**config.mk**
```make
export PLATFORM = sky130hd
export DESIGN_NAME = session_lease_heartbeat_watchdog_flat
export DESIGN_NICKNAME = d
export VERILOG_FILES = /design/src/hdl/slhw_pkg.sv /design/src/hdl/slhw_ifs.sv /design/src/hdl/session_lease_heartbeat_watchdog.sv /design/src/flat_wrapper.sv
export VERILOG_INCLUDE_DIRS = /design/src /design/src/hdl
export SDC_FILE = /design/constraint.sdc
export NUM_CORES = 1
export LEC_CHECK = 0
export BUFFER_PORTS_ARGS = -buffer_cell sky130_fd_sc_hd__clkbuf_2
export CORE_UTILIZATION = 55
export CTS_CLUSTER_DIAMETER = 60
export DETAILED_ROUTE_END_ITERATION = 7
export GPL_ROUTABILITY_DRIVEN = 0
export GPL_TIMING_DRIVEN = 0
export PLACE_DENSITY = 0.74
export REMOVE_ABC_BUFFERS = 1
export SETUP_SLACK_MARGIN = 0.4
export SLEW_MARGIN = 25
export SYNTH_ARGS = -nofsm -noshare
export SYNTH_HDL_FRONTEND = slang
export SYNTH_SLANG_ARGS = --single-unit
```
**constraint.sdc**
```tcl
create_clock -name i_clk -period 13 [get_ports i_clk]
set_clock_uncertainty 0.15 [all_clocks]
set_input_delay 0.65 -clock i_clk [delete_from_list [all_inputs] [get_ports i_clk]]
set_output_delay 0.65 -clock i_clk [all_outputs]
set_load 0.05 [all_outputs]
```
**src/hdl/assert_macros.svh**
```systemverilog
// assertion helpers shared by the rtl
`ifndef ASSERT_MACROS_SVH
`define ASSERT_MACROS_SVH

// condition must hold at every clock edge out of reset
`define SLHW_ASSERT(lbl, clk, rst_n, cond, msg) \
    lbl: assert property (@(posedge clk) disable iff (!rst_n) (cond)) \
        else $error(msg);

// consequent must hold in the same cycle as the antecedent
`define SLHW_ASSERT_IMP(lbl, clk, rst_n, ante, cons, msg) \
    lbl: assert property (@(posedge clk) disable iff (!rst_n) (ante) |-> (cons)) \
        else $error(msg);

`endif

```
**src/hdl/slhw_pkg.sv**
```systemverilog
`timescale 1ns / 1ps

package slhw_pkg;

    localparam int OWNER_W     = 8;
    localparam int GEN_W       = 32;
    localparam int TICK_IN_W   = 32;
    localparam int CNT_W       = 32;
    localparam int OPCODE_W    = 3;
    localparam int APB_DATA_W  = 32;
    localparam int CFG_ADDR_W  = 3;
    localparam int TICK_WIDTH_DEF = 32;

    // register index taken from the word address
    localparam logic [CFG_ADDR_W-3:0] REG_STOP_RETRY = '0;

    typedef enum logic [OPCODE_W-1:0] {
        OP_QUERY      = 3'd0,
        OP_BEGIN      = 3'd1,
        OP_HEARTBEAT  = 3'd2,
        OP_TMO_CLAIM  = 3'd3,
        OP_DISC_CLAIM = 3'd4,
        OP_STOP_RES   = 3'd5,
        OP_REVOKE     = 3'd6
    } t_opcode;

    typedef struct packed {
        logic [OPCODE_W-1:0]  opcode;
        logic [OWNER_W-1:0]   owner_id;
        logic [GEN_W-1:0]     mode_gen;
        logic [GEN_W-1:0]     session_gen;
        logic [TICK_IN_W-1:0] tick_now;
        logic [TICK_IN_W-1:0] lease_timeout;
        logic                 was_stopped;
        logic                 owner_changed;
    } t_event;

    typedef struct packed {
        logic               granted;
        logic [OWNER_W-1:0] claimed_owner;
        logic [GEN_W-1:0]   claimed_mode_gen;
        logic [GEN_W-1:0]   claimed_session_gen;
        logic               lease_active;
        logic               stop_pending;
        logic [CNT_W-1:0]   timeouts_seen;
        logic [CNT_W-1:0]   disconnects_seen;
        logic [CNT_W-1:0]   retries_seen;
    } t_result;

endpackage

```
**src/hdl/slhw_ifs.sv**
```systemverilog
`timescale 1ns / 1ps

// event channel into the supervisor
interface slhw_evt_if import slhw_pkg::*; ();
    logic                 valid;
    logic                 ready;
    logic [OPCODE_W-1:0]  opcode;
    logic [OWNER_W-1:0]   owner_id;
    logic [GEN_W-1:0]     mode_gen;
    logic [GEN_W-1:0]     session_gen;
    logic [TICK_IN_W-1:0] tick_now;
    logic [TICK_IN_W-1:0] lease_timeout;
    logic                 was_stopped;
    logic                 owner_changed;

    modport source (
        output valid, opcode, owner_id, mode_gen, session_gen, tick_now,
               lease_timeout, was_stopped, owner_changed,
        input  ready
    );
    modport sink (
        input  valid, opcode, owner_id, mode_gen, session_gen, tick_now,
               lease_timeout, was_stopped, owner_changed,
        output ready
    );
endinterface

// result channel out of the supervisor
interface slhw_res_if import slhw_pkg::*; ();
    logic               valid;
    logic               ready;
    logic               granted;
    logic [OWNER_W-1:0] claimed_owner;
    logic [GEN_W-1:0]   claimed_mode_gen;
    logic [GEN_W-1:0]   claimed_session_gen;
    logic               lease_active;
    logic               stop_pending;
    logic [CNT_W-1:0]   timeouts_seen;
    logic [CNT_W-1:0]   disconnects_seen;
    logic [CNT_W-1:0]   retries_seen;

    modport source (
        output valid, granted, claimed_owner, claimed_mode_gen, claimed_session_gen,
               lease_active, stop_pending, timeouts_seen, disconnects_seen,
               retries_seen,
        input  ready
    );
    modport sink (
        input  valid, granted, claimed_owner, claimed_mode_gen, claimed_session_gen,
               lease_active, stop_pending, timeouts_seen, disconnects_seen,
               retries_seen,
        output ready
    );
endinterface

```
**src/hdl/session_lease_heartbeat_watchdog.sv**
```systemverilog
// session lease supervisor with heartbeat watchdog
// - i_evt carries one event per transfer (query, begin, heartbeat, timeout
//   claim, disconnect claim, stop result, revoke); o_res returns exactly one
//   result transfer per event, in order
// - the stop retry interval is written through the apb-style port at byte
//   address 0; pready is tied high, reads return the stored value
// - an accepted event passes through the input register, then the result
//   register, before it appears on o_res
// - throughput: one event per cycle while o_res does not stall; the lease
//   state is read and updated combinationally between the two registers, so
//   each event sees the state left by the one before it
// - a new event is taken while a finished result still waits on o_res, as
//   long as the input register is empty
// - when o_res stalls the result register holds, the input register fills
//   and then i_evt.ready drops until the result is taken
// - synchronous reset clears the lease, the stop latch, all counters, the
//   retry interval and both register valids
// - tick differences are taken modulo 2^TICK_WIDTH
`timescale 1ns / 1ps
`include "assert_macros.svh"

module session_lease_heartbeat_watchdog import slhw_pkg::*; #(
    parameter int TICK_WIDTH = TICK_WIDTH_DEF
) (
    input  logic                  i_clk,
    input  logic                  i_rst_n,
    slhw_evt_if.sink              i_evt,
    slhw_res_if.source            o_res,
    input  logic                  psel,
    input  logic                  penable,
    input  logic                  pwrite,
    input  logic [CFG_ADDR_W-1:0] paddr,
    input  logic [APB_DATA_W-1:0] pwdata,
    output logic [APB_DATA_W-1:0] prdata,
    output logic                  pready
);

    // configuration
    logic [APB_DATA_W-1:0] r_retry_ivl;
    logic                  w_cfg_sel;

    // pipeline registers
    logic    r_in_vld;
    t_event  r_in;
    logic    r_out_vld;
    t_result r_out;

    // lease state
    logic                  r_active,     n_active;
    logic                  r_stop,       n_stop;
    logic                  r_attempt,    n_attempt;
    logic [OWNER_W-1:0]    r_held_owner, n_held_owner;
    logic [GEN_W-1:0]      r_held_mode,  n_held_mode;
    logic [GEN_W-1:0]      r_held_sess,  n_held_sess;
    logic [TICK_WIDTH-1:0] r_last_beat,  n_last_beat;
    logic [TICK_WIDTH-1:0] r_held_tmo,   n_held_tmo;
    logic [TICK_WIDTH-1:0] r_last_att,   n_last_att;
    logic [CNT_W-1:0]      r_tmo_cnt,    n_tmo_cnt;
    logic [CNT_W-1:0]      r_disc_cnt,   n_disc_cnt;
    logic [CNT_W-1:0]      r_retry_cnt,  n_retry_cnt;

    // handshake
    logic w_in_take;
    logic w_adv;
    logic w_fire;

    // event evaluation
    logic [TICK_WIDTH-1:0] w_now;
    logic [TICK_WIDTH-1:0] w_tmo;
    logic [TICK_WIDTH-1:0] w_retry;
    logic [TICK_WIDTH-1:0] w_beat_gap;
    logic [TICK_WIDTH-1:0] w_att_gap;
    logic                  w_may_begin;
    logic                  w_gap_over;
    logic                  w_claim_ok;
    t_result               n_res;

    // ------------------------------------------------------------------
    // apb-style register port
    // ------------------------------------------------------------------
    assign pready    = 1'b1;
    assign w_cfg_sel = (paddr[CFG_ADDR_W-1:2] == REG_STOP_RETRY);
    assign prdata    = w_cfg_sel ? r_retry_ivl : '0;

    always_ff @(posedge i_clk) begin
        if (!i_rst_n) begin
            r_retry_ivl <= '0;
        end else if (psel && penable && pwrite && pready && w_cfg_sel) begin
            r_retry_ivl <= pwdata;
        end
    end

    // ------------------------------------------------------------------
    // handshake: result register frees up when empty or being taken,
    // input register moves on whenever the result register can load
    // ------------------------------------------------------------------
    assign w_adv       = !r_out_vld || o_res.ready;
    assign w_fire      = r_in_vld && w_adv;
    assign i_evt.ready = !r_in_vld || w_adv;
    assign w_in_take   = i_evt.valid && i_evt.ready;

    always_ff @(posedge i_clk) begin
        if (!i_rst_n) begin
            r_in_vld <= 1'b0;
        end else begin
            r_in_vld <= w_in_take || (r_in_vld && !w_adv);
        end
    end

    always_ff @(posedge i_clk) begin
        if (w_in_take) begin
            r_in.opcode        <= i_evt.opcode;
            r_in.owner_id      <= i_evt.owner_id;
            r_in.mode_gen      <= i_evt.mode_gen;
            r_in.session_gen   <= i_evt.session_gen;
            r_in.tick_now      <= i_evt.tick_now;
            r_in.lease_timeout <= i_evt.lease_timeout;
            r_in.was_stopped   <= i_evt.was_stopped;
            r_in.owner_changed <= i_evt.owner_changed;
        end
    end

    // ------------------------------------------------------------------
    // tick arithmetic at the configured tick width
    // ------------------------------------------------------------------
    assign w_now      = TICK_WIDTH'(r_in.tick_now);
    assign w_tmo      = TICK_WIDTH'(r_in.lease_timeout);
    assign w_retry    = TICK_WIDTH'(r_retry_ivl);
    assign w_beat_gap = w_now - r_last_beat;
    assign w_att_gap  = w_now - r_last_att;
    assign w_gap_over = (w_beat_gap > r_held_tmo);
    // rate limit only applies once a claim has been handed out
    assign w_claim_ok = !r_attempt || (w_att_gap >= w_retry);

    // new owner needs a free lease, or must already hold an unlatched one
    assign w_may_begin = (r_in.owner_id != '0) && (r_in.session_gen != '0) &&
                         (!r_active || (!r_stop && (r_held_owner == r_in.owner_id) &&
                                        (r_held_sess == r_in.session_gen)));

    // ------------------------------------------------------------------
    // event evaluation
    // ------------------------------------------------------------------
    always_comb begin
        n_active     = r_active;
        n_stop       = r_stop;
        n_attempt    = r_attempt;
        n_held_owner = r_held_owner;
        n_held_mode  = r_held_mode;
        n_held_sess  = r_held_sess;
        n_last_beat  = r_last_beat;
        n_held_tmo   = r_held_tmo;
        n_last_att   = r_last_att;
        n_tmo_cnt    = r_tmo_cnt;
        n_disc_cnt   = r_disc_cnt;
        n_retry_cnt  = r_retry_cnt;
        n_res        = '0;

        unique case (t_opcode'(r_in.opcode))
            OP_QUERY: begin
                n_res.granted = w_may_begin;
            end
            OP_BEGIN: begin
                if ((r_in.mode_gen != '0) && (w_tmo != '0) && w_may_begin) begin
                    n_held_owner  = r_in.owner_id;
                    n_held_mode   = r_in.mode_gen;
                    n_held_sess   = r_in.session_gen;
                    n_last_beat   = w_now;
                    n_held_tmo    = w_tmo;
                    n_active      = 1'b1;
                    n_stop        = 1'b0;
                    n_attempt     = 1'b0;
                    n_res.granted = 1'b1;
                end
            end
            OP_HEARTBEAT: begin
                if (r_active && !r_stop && (r_held_owner == r_in.owner_id) &&
                    (r_held_mode == r_in.mode_gen) &&
                    (r_held_sess == r_in.session_gen)) begin
                    n_last_beat   = w_now;
                    n_res.granted = 1'b1;
                end
            end
            OP_TMO_CLAIM: begin
                // latch on an expired heartbeat gap, then try to hand out a claim
                if (r_active && (r_stop || w_gap_over)) begin
                    if (!r_stop) begin
                        n_stop    = 1'b1;
                        n_tmo_cnt = r_tmo_cnt + CNT_W'(1);
                    end
                    if (w_claim_ok) begin
                        n_last_att    = w_now;
                        n_attempt     = 1'b1;
                        n_res.granted = 1'b1;
                    end
                end
            end
            OP_DISC_CLAIM: begin
                if (r_active && (r_held_sess == r_in.session_gen)) begin
                    if (!r_stop) begin
                        n_stop     = 1'b1;
                        n_disc_cnt = r_disc_cnt + CNT_W'(1);
                    end
                    if (w_claim_ok) begin
                        n_last_att    = w_now;
                        n_attempt     = 1'b1;
                        n_res.granted = 1'b1;
                    end
                end
            end
            OP_STOP_RES: begin
                if (r_in.was_stopped || r_in.owner_changed) begin
                    n_active  = 1'b0;
                    n_stop    = 1'b0;
                    n_attempt = 1'b0;
                end else if (r_active && r_stop && r_attempt) begin
                    n_retry_cnt = r_retry_cnt + CNT_W'(1);
                end
            end
            OP_REVOKE: begin
                n_active  = 1'b0;
                n_stop    = 1'b0;
                n_attempt = 1'b0;
            end
            default: begin
                // unused opcode: status only
            end
        endcase

        // claimed fields only carry the lease on a granted claim
        if (n_res.granted && ((t_opcode'(r_in.opcode) == OP_TMO_CLAIM) ||
                              (t_opcode'(r_in.opcode) == OP_DISC_CLAIM))) begin
            n_res.claimed_owner       = r_held_owner;
            n_res.claimed_mode_gen    = r_held_mode;
            n_res.claimed_session_gen = r_held_sess;
        end

        n_res.lease_active     = n_active;
        n_res.stop_pending     = n_stop;
        n_res.timeouts_seen    = n_tmo_cnt;
        n_res.disconnects_seen = n_disc_cnt;
        n_res.retries_seen     = n_retry_cnt;
    end

    // ------------------------------------------------------------------
    // state update, one event per fire
    // ------------------------------------------------------------------
    always_ff @(posedge i_clk) begin
        if (!i_rst_n) begin
            r_active     <= 1'b0;
            r_stop       <= 1'b0;
            r_attempt    <= 1'b0;
            r_held_owner <= '0;
            r_held_mode  <= '0;
            r_held_sess  <= '0;
            r_last_beat  <= '0;
            r_held_tmo   <= '0;
            r_last_att   <= '0;
            r_tmo_cnt    <= '0;
            r_disc_cnt   <= '0;
            r_retry_cnt  <= '0;
        end else if (w_fire) begin
            r_active     <= n_active;
            r_stop       <= n_stop;
            r_attempt    <= n_attempt;
            r_held_owner <= n_held_owner;
            r_held_mode  <= n_held_mode;
            r_held_sess  <= n_held_sess;
            r_last_beat  <= n_last_beat;
            r_held_tmo   <= n_held_tmo;
            r_last_att   <= n_last_att;
            r_tmo_cnt    <= n_tmo_cnt;
            r_disc_cnt   <= n_disc_cnt;
            r_retry_cnt  <= n_retry_cnt;
        end
    end

    // ------------------------------------------------------------------
    // result register
    // ------------------------------------------------------------------
    always_ff @(posedge i_clk) begin
        if (!i_rst_n) begin
            r_out_vld <= 1'b0;
        end else begin
            r_out_vld <= w_fire || (r_out_vld && !o_res.ready);
        end
    end

    always_ff @(posedge i_clk) begin
        if (w_fire) begin
            r_out <= n_res;
        end
    end

    assign o_res.valid               = r_out_vld;
    assign o_res.granted             = r_out.granted;
    assign o_res.claimed_owner       = r_out.claimed_owner;
    assign o_res.claimed_mode_gen    = r_out.claimed_mode_gen;
    assign o_res.claimed_session_gen = r_out.claimed_session_gen;
    assign o_res.lease_active        = r_out.lease_active;
    assign o_res.stop_pending        = r_out.stop_pending;
    assign o_res.timeouts_seen       = r_out.timeouts_seen;
    assign o_res.disconnects_seen    = r_out.disconnects_seen;
    assign o_res.retries_seen        = r_out.retries_seen;

    // ------------------------------------------------------------------
    // assertions
    // ------------------------------------------------------------------
    `SLHW_ASSERT(a_stop_needs_lease, i_clk, i_rst_n, !r_stop || r_active, "stop latched without an active lease")
    `SLHW_ASSERT(a_attempt_needs_stop, i_clk, i_rst_n, !r_attempt || r_stop, "claim recorded without a latched stop")
    `SLHW_ASSERT_IMP(a_claim_fields_zero, i_clk, i_rst_n, r_out_vld && !r_out.granted, (r_out.claimed_owner == '0) && (r_out.claimed_mode_gen == '0), "claim fields set on a refused event")
    `SLHW_ASSERT_IMP(a_tmo_cnt_step, i_clk, i_rst_n, r_tmo_cnt != $past(r_tmo_cnt), r_tmo_cnt == $past(r_tmo_cnt) + 1'b1, "timeout counter moved by other than one")

endmodule
```
**src/flat_wrapper.sv**
```systemverilog
// flat-port wrapper written by rule: the top's interface ports become plain ports
module session_lease_heartbeat_watchdog_flat import slhw_pkg::*;
#(
    parameter int TICK_WIDTH = TICK_WIDTH_DEF
)
  (i_clk, i_rst_n, psel, penable, pwrite, paddr, pwdata, prdata, pready, i_evt_valid, i_evt_opcode, i_evt_owner_id, i_evt_mode_gen, i_evt_session_gen, i_evt_tick_now, i_evt_lease_timeout, i_evt_was_stopped, i_evt_owner_changed, i_evt_ready, o_res_valid, o_res_granted, o_res_claimed_owner, o_res_claimed_mode_gen, o_res_claimed_session_gen, o_res_lease_active, o_res_stop_pending, o_res_timeouts_seen, o_res_disconnects_seen, o_res_retries_seen, o_res_ready);
  slhw_evt_if i_evt_i ();
  slhw_res_if o_res_i ();
  input  logic i_clk;
  input  logic i_rst_n;
  input  logic psel;
  input  logic penable;
  input  logic pwrite;
  input  logic [CFG_ADDR_W-1:0] paddr;
  input  logic [APB_DATA_W-1:0] pwdata;
  output logic [APB_DATA_W-1:0] prdata;
  output logic pready;
  input wire logic [$bits(i_evt_i.valid)-1:0] i_evt_valid;
  input wire logic [$bits(i_evt_i.opcode)-1:0] i_evt_opcode;
  input wire logic [$bits(i_evt_i.owner_id)-1:0] i_evt_owner_id;
  input wire logic [$bits(i_evt_i.mode_gen)-1:0] i_evt_mode_gen;
  input wire logic [$bits(i_evt_i.session_gen)-1:0] i_evt_session_gen;
  input wire logic [$bits(i_evt_i.tick_now)-1:0] i_evt_tick_now;
  input wire logic [$bits(i_evt_i.lease_timeout)-1:0] i_evt_lease_timeout;
  input wire logic [$bits(i_evt_i.was_stopped)-1:0] i_evt_was_stopped;
  input wire logic [$bits(i_evt_i.owner_changed)-1:0] i_evt_owner_changed;
  output wire logic [$bits(i_evt_i.ready)-1:0] i_evt_ready;
  output wire logic [$bits(o_res_i.valid)-1:0] o_res_valid;
  output wire logic [$bits(o_res_i.granted)-1:0] o_res_granted;
  output wire logic [$bits(o_res_i.claimed_owner)-1:0] o_res_claimed_owner;
  output wire logic [$bits(o_res_i.claimed_mode_gen)-1:0] o_res_claimed_mode_gen;
  output wire logic [$bits(o_res_i.claimed_session_gen)-1:0] o_res_claimed_session_gen;
  output wire logic [$bits(o_res_i.lease_active)-1:0] o_res_lease_active;
  output wire logic [$bits(o_res_i.stop_pending)-1:0] o_res_stop_pending;
  output wire logic [$bits(o_res_i.timeouts_seen)-1:0] o_res_timeouts_seen;
  output wire logic [$bits(o_res_i.disconnects_seen)-1:0] o_res_disconnects_seen;
  output wire logic [$bits(o_res_i.retries_seen)-1:0] o_res_retries_seen;
  input wire logic [$bits(o_res_i.ready)-1:0] o_res_ready;
  assign i_evt_i.valid = i_evt_valid;
  assign i_evt_i.opcode = i_evt_opcode;
  assign i_evt_i.owner_id = i_evt_owner_id;
  assign i_evt_i.mode_gen = i_evt_mode_gen;
  assign i_evt_i.session_gen = i_evt_session_gen;
  assign i_evt_i.tick_now = i_evt_tick_now;
  assign i_evt_i.lease_timeout = i_evt_lease_timeout;
  assign i_evt_i.was_stopped = i_evt_was_stopped;
  assign i_evt_i.owner_changed = i_evt_owner_changed;
  assign i_evt_ready = i_evt_i.ready;
  assign o_res_valid = o_res_i.valid;
  assign o_res_granted = o_res_i.granted;
  assign o_res_claimed_owner = o_res_i.claimed_owner;
  assign o_res_claimed_mode_gen = o_res_i.claimed_mode_gen;
  assign o_res_claimed_session_gen = o_res_i.claimed_session_gen;
  assign o_res_lease_active = o_res_i.lease_active;
  assign o_res_stop_pending = o_res_i.stop_pending;
  assign o_res_timeouts_seen = o_res_i.timeouts_seen;
  assign o_res_disconnects_seen = o_res_i.disconnects_seen;
  assign o_res_retries_seen = o_res_i.retries_seen;
  assign o_res_i.ready = o_res_ready;
  session_lease_heartbeat_watchdog #(.TICK_WIDTH(TICK_WIDTH)) u_core (.i_clk(i_clk), .i_rst_n(i_rst_n), .i_evt(i_evt_i), .o_res(o_res_i), .psel(psel), .penable(penable), .pwrite(pwrite), .paddr(paddr), .pwdata(pwdata), .prdata(prdata), .pready(pready));
endmodule
```
* After elaboration in Yosys (flattened, before gate mapping) *
Cells that the tools add are included.

storage, ports and cells
  flip-flop bits (word level) = 613
  word-level logic and storage cells = 141
  output and inout port bits = 206

cells by class
  eq/ne operators = 14
  bitwise operators = 1
  magnitude comparators = 2
  reductions and logical operators = 50
  add/sub/neg operators = 5
  mux-type cells = 37

operators with widths
  kind                     count
  $mux W32                 15
  $pmux W32 S2             2
  $add A32 B1 Y32 const B  3
  $reduce_bool A32 Y1      3
  $eq A32 B32 Y1           2
  $sub A32 B32 Y32         2
  $ge A32 B32 Y1           1
  $gt A32 B32 Y1           1
  $logic_and A1 B1 Y1      22
  $mux W1                  16
  $pmux W1 S5              3
  $ne A2 B1 Y1 const B     5
  $eq A3 B3 Y1 const B     3
  $logic_or A1 B1 Y1       9
  $eq A8 B8 Y1             1
  $reduce_and A4 Y1        2
  $reduce_bool A8 Y1       1
  $logic_not A1 Y1         7
  $eq A3 B2 Y1 const B     2
  $reduce_and A6 Y1        1
  $reduce_bool A5 Y1       1
  $reduce_bool A2 Y1       2
  $eq A3 B1 Y1 const B     1
  $logic_not A3 Y1         1
  other kinds (3)          3

* Depth between registers and ports, before layout *
  depth in word-level cells = 9
  depth in mapped cells = 25

* Worst setup path after synthesis *
No wires, ideal clock.

  path type = input to register
  from = input port o_res_ready
  to = register u_core.r_retry_cnt[15]
  path slack = 5.994 ns
  arrival time = 6.790 ns
  setup time = 0.065 ns
  stages on the path = 8
  path buffers = 2
  required time = 12.785 ns
  cells stage by stage = nor2b_1 > nand2b_1 > clkinv_1 > clkbuf_1 > clkbuf_1 > nand2_1 > xor2_1 > nor2_1

between the ends
  longest elaborated chain between the ends = 2

ends and longest elaborated chain
  element                 RTL line                                 RTL
  start: declaration      flat_wrapper.sv:38                       input wire logic [$bits(o_res_i.ready)-1:0] o_res_ready;
  $logic_or A1 B1 Y1      session_lease_heartbeat_watchdog.sv:97   assign w_adv = !r_out_vld || o_res.ready;
  $logic_and A1 B1 Y1     session_lease_heartbeat_watchdog.sv:98   assign w_fire = r_in_vld && w_adv;
  via u_core.w_fire       session_lease_heartbeat_watchdog.sv:65   logic w_fire;
  end signal: assignment  session_lease_heartbeat_watchdog.sv:273  r_retry_cnt <= n_retry_cnt;
  end: declaration        session_lease_heartbeat_watchdog.sv:60   logic [CNT_W-1:0] r_retry_cnt, n_retry_cnt;

The timed path passes the listed nets, and every way through them passes these cells.
A chain may end at the register's enable or synchronous reset.

* Worst setup path in the final report *
  from = register u_core.r_in, in the netlist u_core.w_now[0]
  to = register u_core.r_tmo_cnt[8]

between the ends
  longest elaborated chain between the ends = 6

ends and longest elaborated chain
  element                 RTL line                                 RTL
  start: declaration      session_lease_heartbeat_watchdog.sv:44   t_event r_in;
  $sub A32 B32 Y32        session_lease_heartbeat_watchdog.sv:129  assign w_beat_gap = w_now - r_last_beat;
  $gt A32 B32 Y1          session_lease_heartbeat_watchdog.sv:131  assign w_gap_over = (w_beat_gap > r_held_tmo);
  $logic_or A1 B1 Y1      session_lease_heartbeat_watchdog.sv:185  if (r_active && (r_stop || w_gap_over)) begin
  $logic_and A1 B1 Y1     session_lease_heartbeat_watchdog.sv:185
  $mux W32                session_lease_heartbeat_watchdog.sv:185
  $mux W32                session_lease_heartbeat_watchdog.sv:158  unique case (t_opcode'(r_in.opcode))
  end signal: assignment  session_lease_heartbeat_watchdog.sv:271  r_tmo_cnt <= n_tmo_cnt;
  end: declaration        session_lease_heartbeat_watchdog.sv:58   logic [CNT_W-1:0] r_tmo_cnt, n_tmo_cnt;

No other way between the ends.

==> summary.md <==
| Metric | Value |
|---|---|
| Synth area leaders | edfxtp_1, dfxtp_1, ha_1, nand2_1, xor2_1 |
| First-pass GRT wire length | 110 mm |
| Switching Power | 0.00111 W |
| CTS tree | done |
| Worst Path Max Fanout | 17 |
| Cts-stage hold buffer count | 0 |
| Total wire length | 69.1 mm |
| Synth cell types | 76 |
| Core footprint | around 0.052 mm^2 |
| Hold Crit Class | input pin to flop |
| F_max | 0.130 GHz |
| Number of top-level pins | just under 400 |
| Cells after synthesis | 2916 |
| # fillers | between 4000 and 5000 |
| Detailed placer's ending HPWL | 49.7 mm |
| EDFF count, synth | 312 |
| Pwr/cell area | 132 mW/mm^2 |
| CTS sink cnt | 613 |
| Part of the cycle the worst path needs | between 50% and 60% |
| Worst R2R End | u_core.r_tmo_cnt[8] |
| CP Launch Type | flop |
| Area grow syn2layout | 17.6% |
| Initial DRT Pass Iterations | 6 |
| Ys flop type | edfxtp_1 |
| Worst EP arrival | between 8000 and 9000 ps |
| Worst-Margin Slew | 1060 ps |
| DRC | 0 |
| Die height | approximately 230 um |
| Status | complete, no violations |
| Starting DRC count in detailed routing | 1518 |
| Vias per inst | 5.64 |
| Antenna violations before repair | 9 |
| Clock Pin Slew Worst Setup and Hold Paths | roughly 60 ps |
| Insertion delay to the later sink of the worst-skew pair | about 600 ps |
| Int Pwr | 0.00339 W |
| Final setup viols | 0 |
| Max-cap check violation count | 0 |
| Post-synth top area share | 32.3% |
| Total Negative Setup Slacks | 0 ps |
| Global route overflow | 0 |
| H-tree Lvls | 3 |
| Sw Share | 24.7% |
| Clock root cell | clkbuf_16 |
| Comb power frac | 9.8% |
| Row Count | 83 |
| WP data required | approximately 13000 ps |
| Mapped cell area | 0.0290 mm^2 |
| Synthesis Warnings | 0 |
| Die Wd | 232 um |
| Flop2flop setup slack | 5280 ps |
| Initial core utilization | 56.2% |
| Lkg Pwr | 13.1 nW |
| WL/cell | between 15 and 20 um |
| Clock share of power | 42.8% |
| Hold_ws | approximately 69 ps |
| Mapped Avg Cell Area | 9.96 um^2 |
| CTS max path bufs | 3 |
| Async set-reset flop share out of synthesis | 0% |
| Max-slew violations | 0 |
| R2R Path Start | u_core.w_now[0] |
| Seq pwr share | ~47% |
| Slew Limit Headroom | 28.8% |
| Most numerous cell in the Yosys netlist | nand2_1 |
| Fin. Hold Viols | 0 |
| Register area share after synthesis | 53.0% |
| Peak supply drop | approximately 0.13 mV |
| Worst setup path endpoint | u_core.r_tmo_cnt[8] |
| Flops & latches, synth | 613 |
| Gr usage total | 25.5% |
| Final design utilization | 66.1% |
| Final net count | around 3600 |
| Cell taking the most area after synthesis | edfxtp_1 |
| Final min period | between 7000 and 8000 ps |
| # port buffers | between 300 and 400 |
| Share of layout cells above drive strength 1 | 16.7% |
| Post-CTS Setup Bufs | 0 |
| Via count | 22573 |
| Resized Gates After CTS | 0 |
| Largest net degree at the start of global routing | 117 |
| Critical Path Source | u_core.w_now[0] |
| Worst setup EP type | flop |
| Post-route ant nets | 0 |
| TritonCTS Buffers | 67 |
| Crit Path Class | flop to flop |
| R2r worst-path depth | 21 |
| Area of the die | approximately 0.054 mm^2 |
| Synth top cells by count | nand2_1, edfxtp_1, dfxtp_1, a21oi_1, nor2_1 |
| Vias in the first global route | 21698 |
| RSZ-0062 raised after global routing | false |
| Hold Path Depth | 1 |
sequential cells by signal, summed over array words and instances, names as in the netlist, 8 cells and up:
register and count:
u_core.r_in 77, u_core.o_res.claimed_mode_gen 32, u_core.o_res.claimed_session_gen 32, u_core.o_res.disconnects_seen 32
u_core.o_res.retries_seen 32, u_core.o_res.timeouts_seen 32, u_core.r_disc_cnt 32, u_core.r_held_mode 32
u_core.r_held_sess 32, u_core.r_held_tmo 32, u_core.r_last_att 32, u_core.r_last_beat 32
u_core.r_retry_cnt 32, u_core.r_retry_ivl 32, u_core.r_tmo_cnt 32, u_core.w_now 32
u_core.w_tmo 32, u_core.o_res.claimed_owner 8, u_core.r_held_owner 8
how the worst min path moves through the flow:
stage                       startpoint                      to  slack, ps
2_1_floorplan    u_core.r_held_tmo[10]   u_core.r_held_tmo[10]        290
3_3_place_gp    u_core.r_retry_ivl[16]  u_core.r_retry_ivl[16]        290
3_5_place_dp    u_core.r_retry_ivl[25]  u_core.r_retry_ivl[25]        300
4_1_cts        i_evt_lease_timeout[14]        u_core.w_tmo[14]         30
5_1_grt        i_evt_lease_timeout[18]        u_core.w_tmo[18]         50
6_report       i_evt_lease_timeout[14]        u_core.w_tmo[14]         70
per-layer routing:
layer  global-route usage [%]  routed length, um  vias to the layer above
met4                     11.6               2510                        6
met5                        0                 31                        -
met3                     4.22               4150                      148
li1                         -                  -                    10922
met1                     32.9              29400                    10767
met2                     41.8              33000                      730
layout make-up:
type / instances / area (um^2) / area share [%]
Sequential cell: 613 / 15400 / 45.1
Multi-Input combinational cell: 2011 / 12600 / 36.9
Timing Repair Buffer: 409 / 2450 / 7.16
Inverter: 156 / 598 / 1.75
Clock inverter: 42 / 423 / 1.24
Tap cell: 680 / 851 / 2.49
Clock buffer: 82 / 1830 / 5.34
Antenna cell: 7 / 17.5 / 0.0513
stage by stage:
stage / setup slack, ps / cells / instance area (um^2) / total power [W]
global route: 4950 / 3998 / 34200 / 0.00466
CTS: 5520 / 3993 / 34100 / 0.00454
floorplan: 3210 / 2780 / 28500 / 0.00247
finish: 5280 / 4000 / 34200 / 0.00450
global placement: -2620 / 3845 / 31300 / 0.00259
detailed placement: 5570 / 3869 / 31900 / 0.00261
layout by cell type, fill, tap and decap left out, types with 8 or more instances in the layout:
cell type	n
a211oi_1	8
a21o_1	49
a21oi_1	229
and2_1	11
and3_1	101
and4_1	9
buf_16	12
clkbuf_1	8
clkbuf_16	69
clkbuf_2	384
clkinv_1	9
clkinv_2	13
dfxtp_1	301
edfxtp_1	312
ha_1	129
inv_1	154
mux2i_1	38
nand2_1	403
nand2b_1	25
nand3_1	94
nand4_1	67
nor2_1	212
nor2b_1	12
nor3_1	45
nor4_1	50
o211ai_1	9
o21a_1	17
o21ai_0	81
o21bai_1	9
o31ai_1	10
or2_2	8
or3_1	22
xnor2_1	125
xor2_1	149
kinds of logic after synthesis:
| family | Yosys count | synth area share (%) |
|---|---|---|
| other | 1 | 0.0129 |
| multiplexers | 42 | 1.46 |
| XOR/XNOR | 274 | 8.26 |
| buffers and inverters | 292 | 3.84 |
| AND/OR/NAND/NOR | 1095 | 18.1 |
| adder cells (fa/ha/maj) | 131 | 5.69 |
| flip-flops | 613 | 53.0 |
| AO/OA/AOI/OAI | 468 | 9.65 |
worst max-delay path, cell delays in order (launching register included):
cell      delay, ps
edfxtp_1        380
inv_1           120
ha_1            200
inv_1            70
fa_1            450
a21o_1          170
a21o_1          200
a21oi_1         270
nor3_1          150
o41ai_1         490
a31oi_1         260
a311o_1         380
a21oi_1         190
xnor2_1         100
ha_1            310
nand4_1         150
nor4_1          930
o41ai_1         340
a21boi_2        750
nand4_1         720
or4_1           690
a21oi_1         150
power groups by stage:
stage / logic, W / registers [W] / clock network, W
global placement: 0.000410 / 0.00218 / 0
global route: 0.000482 / 0.00214 / 0.00204
detailed placement: 0.000436 / 0.00218 / 0
floorplan: 0.000215 / 0.00225 / 0
CTS: 0.000439 / 0.00213 / 0.00197
finish: 0.000439 / 0.00213 / 0.00193
Note: power is estimated with default switching activity, not from simulation.
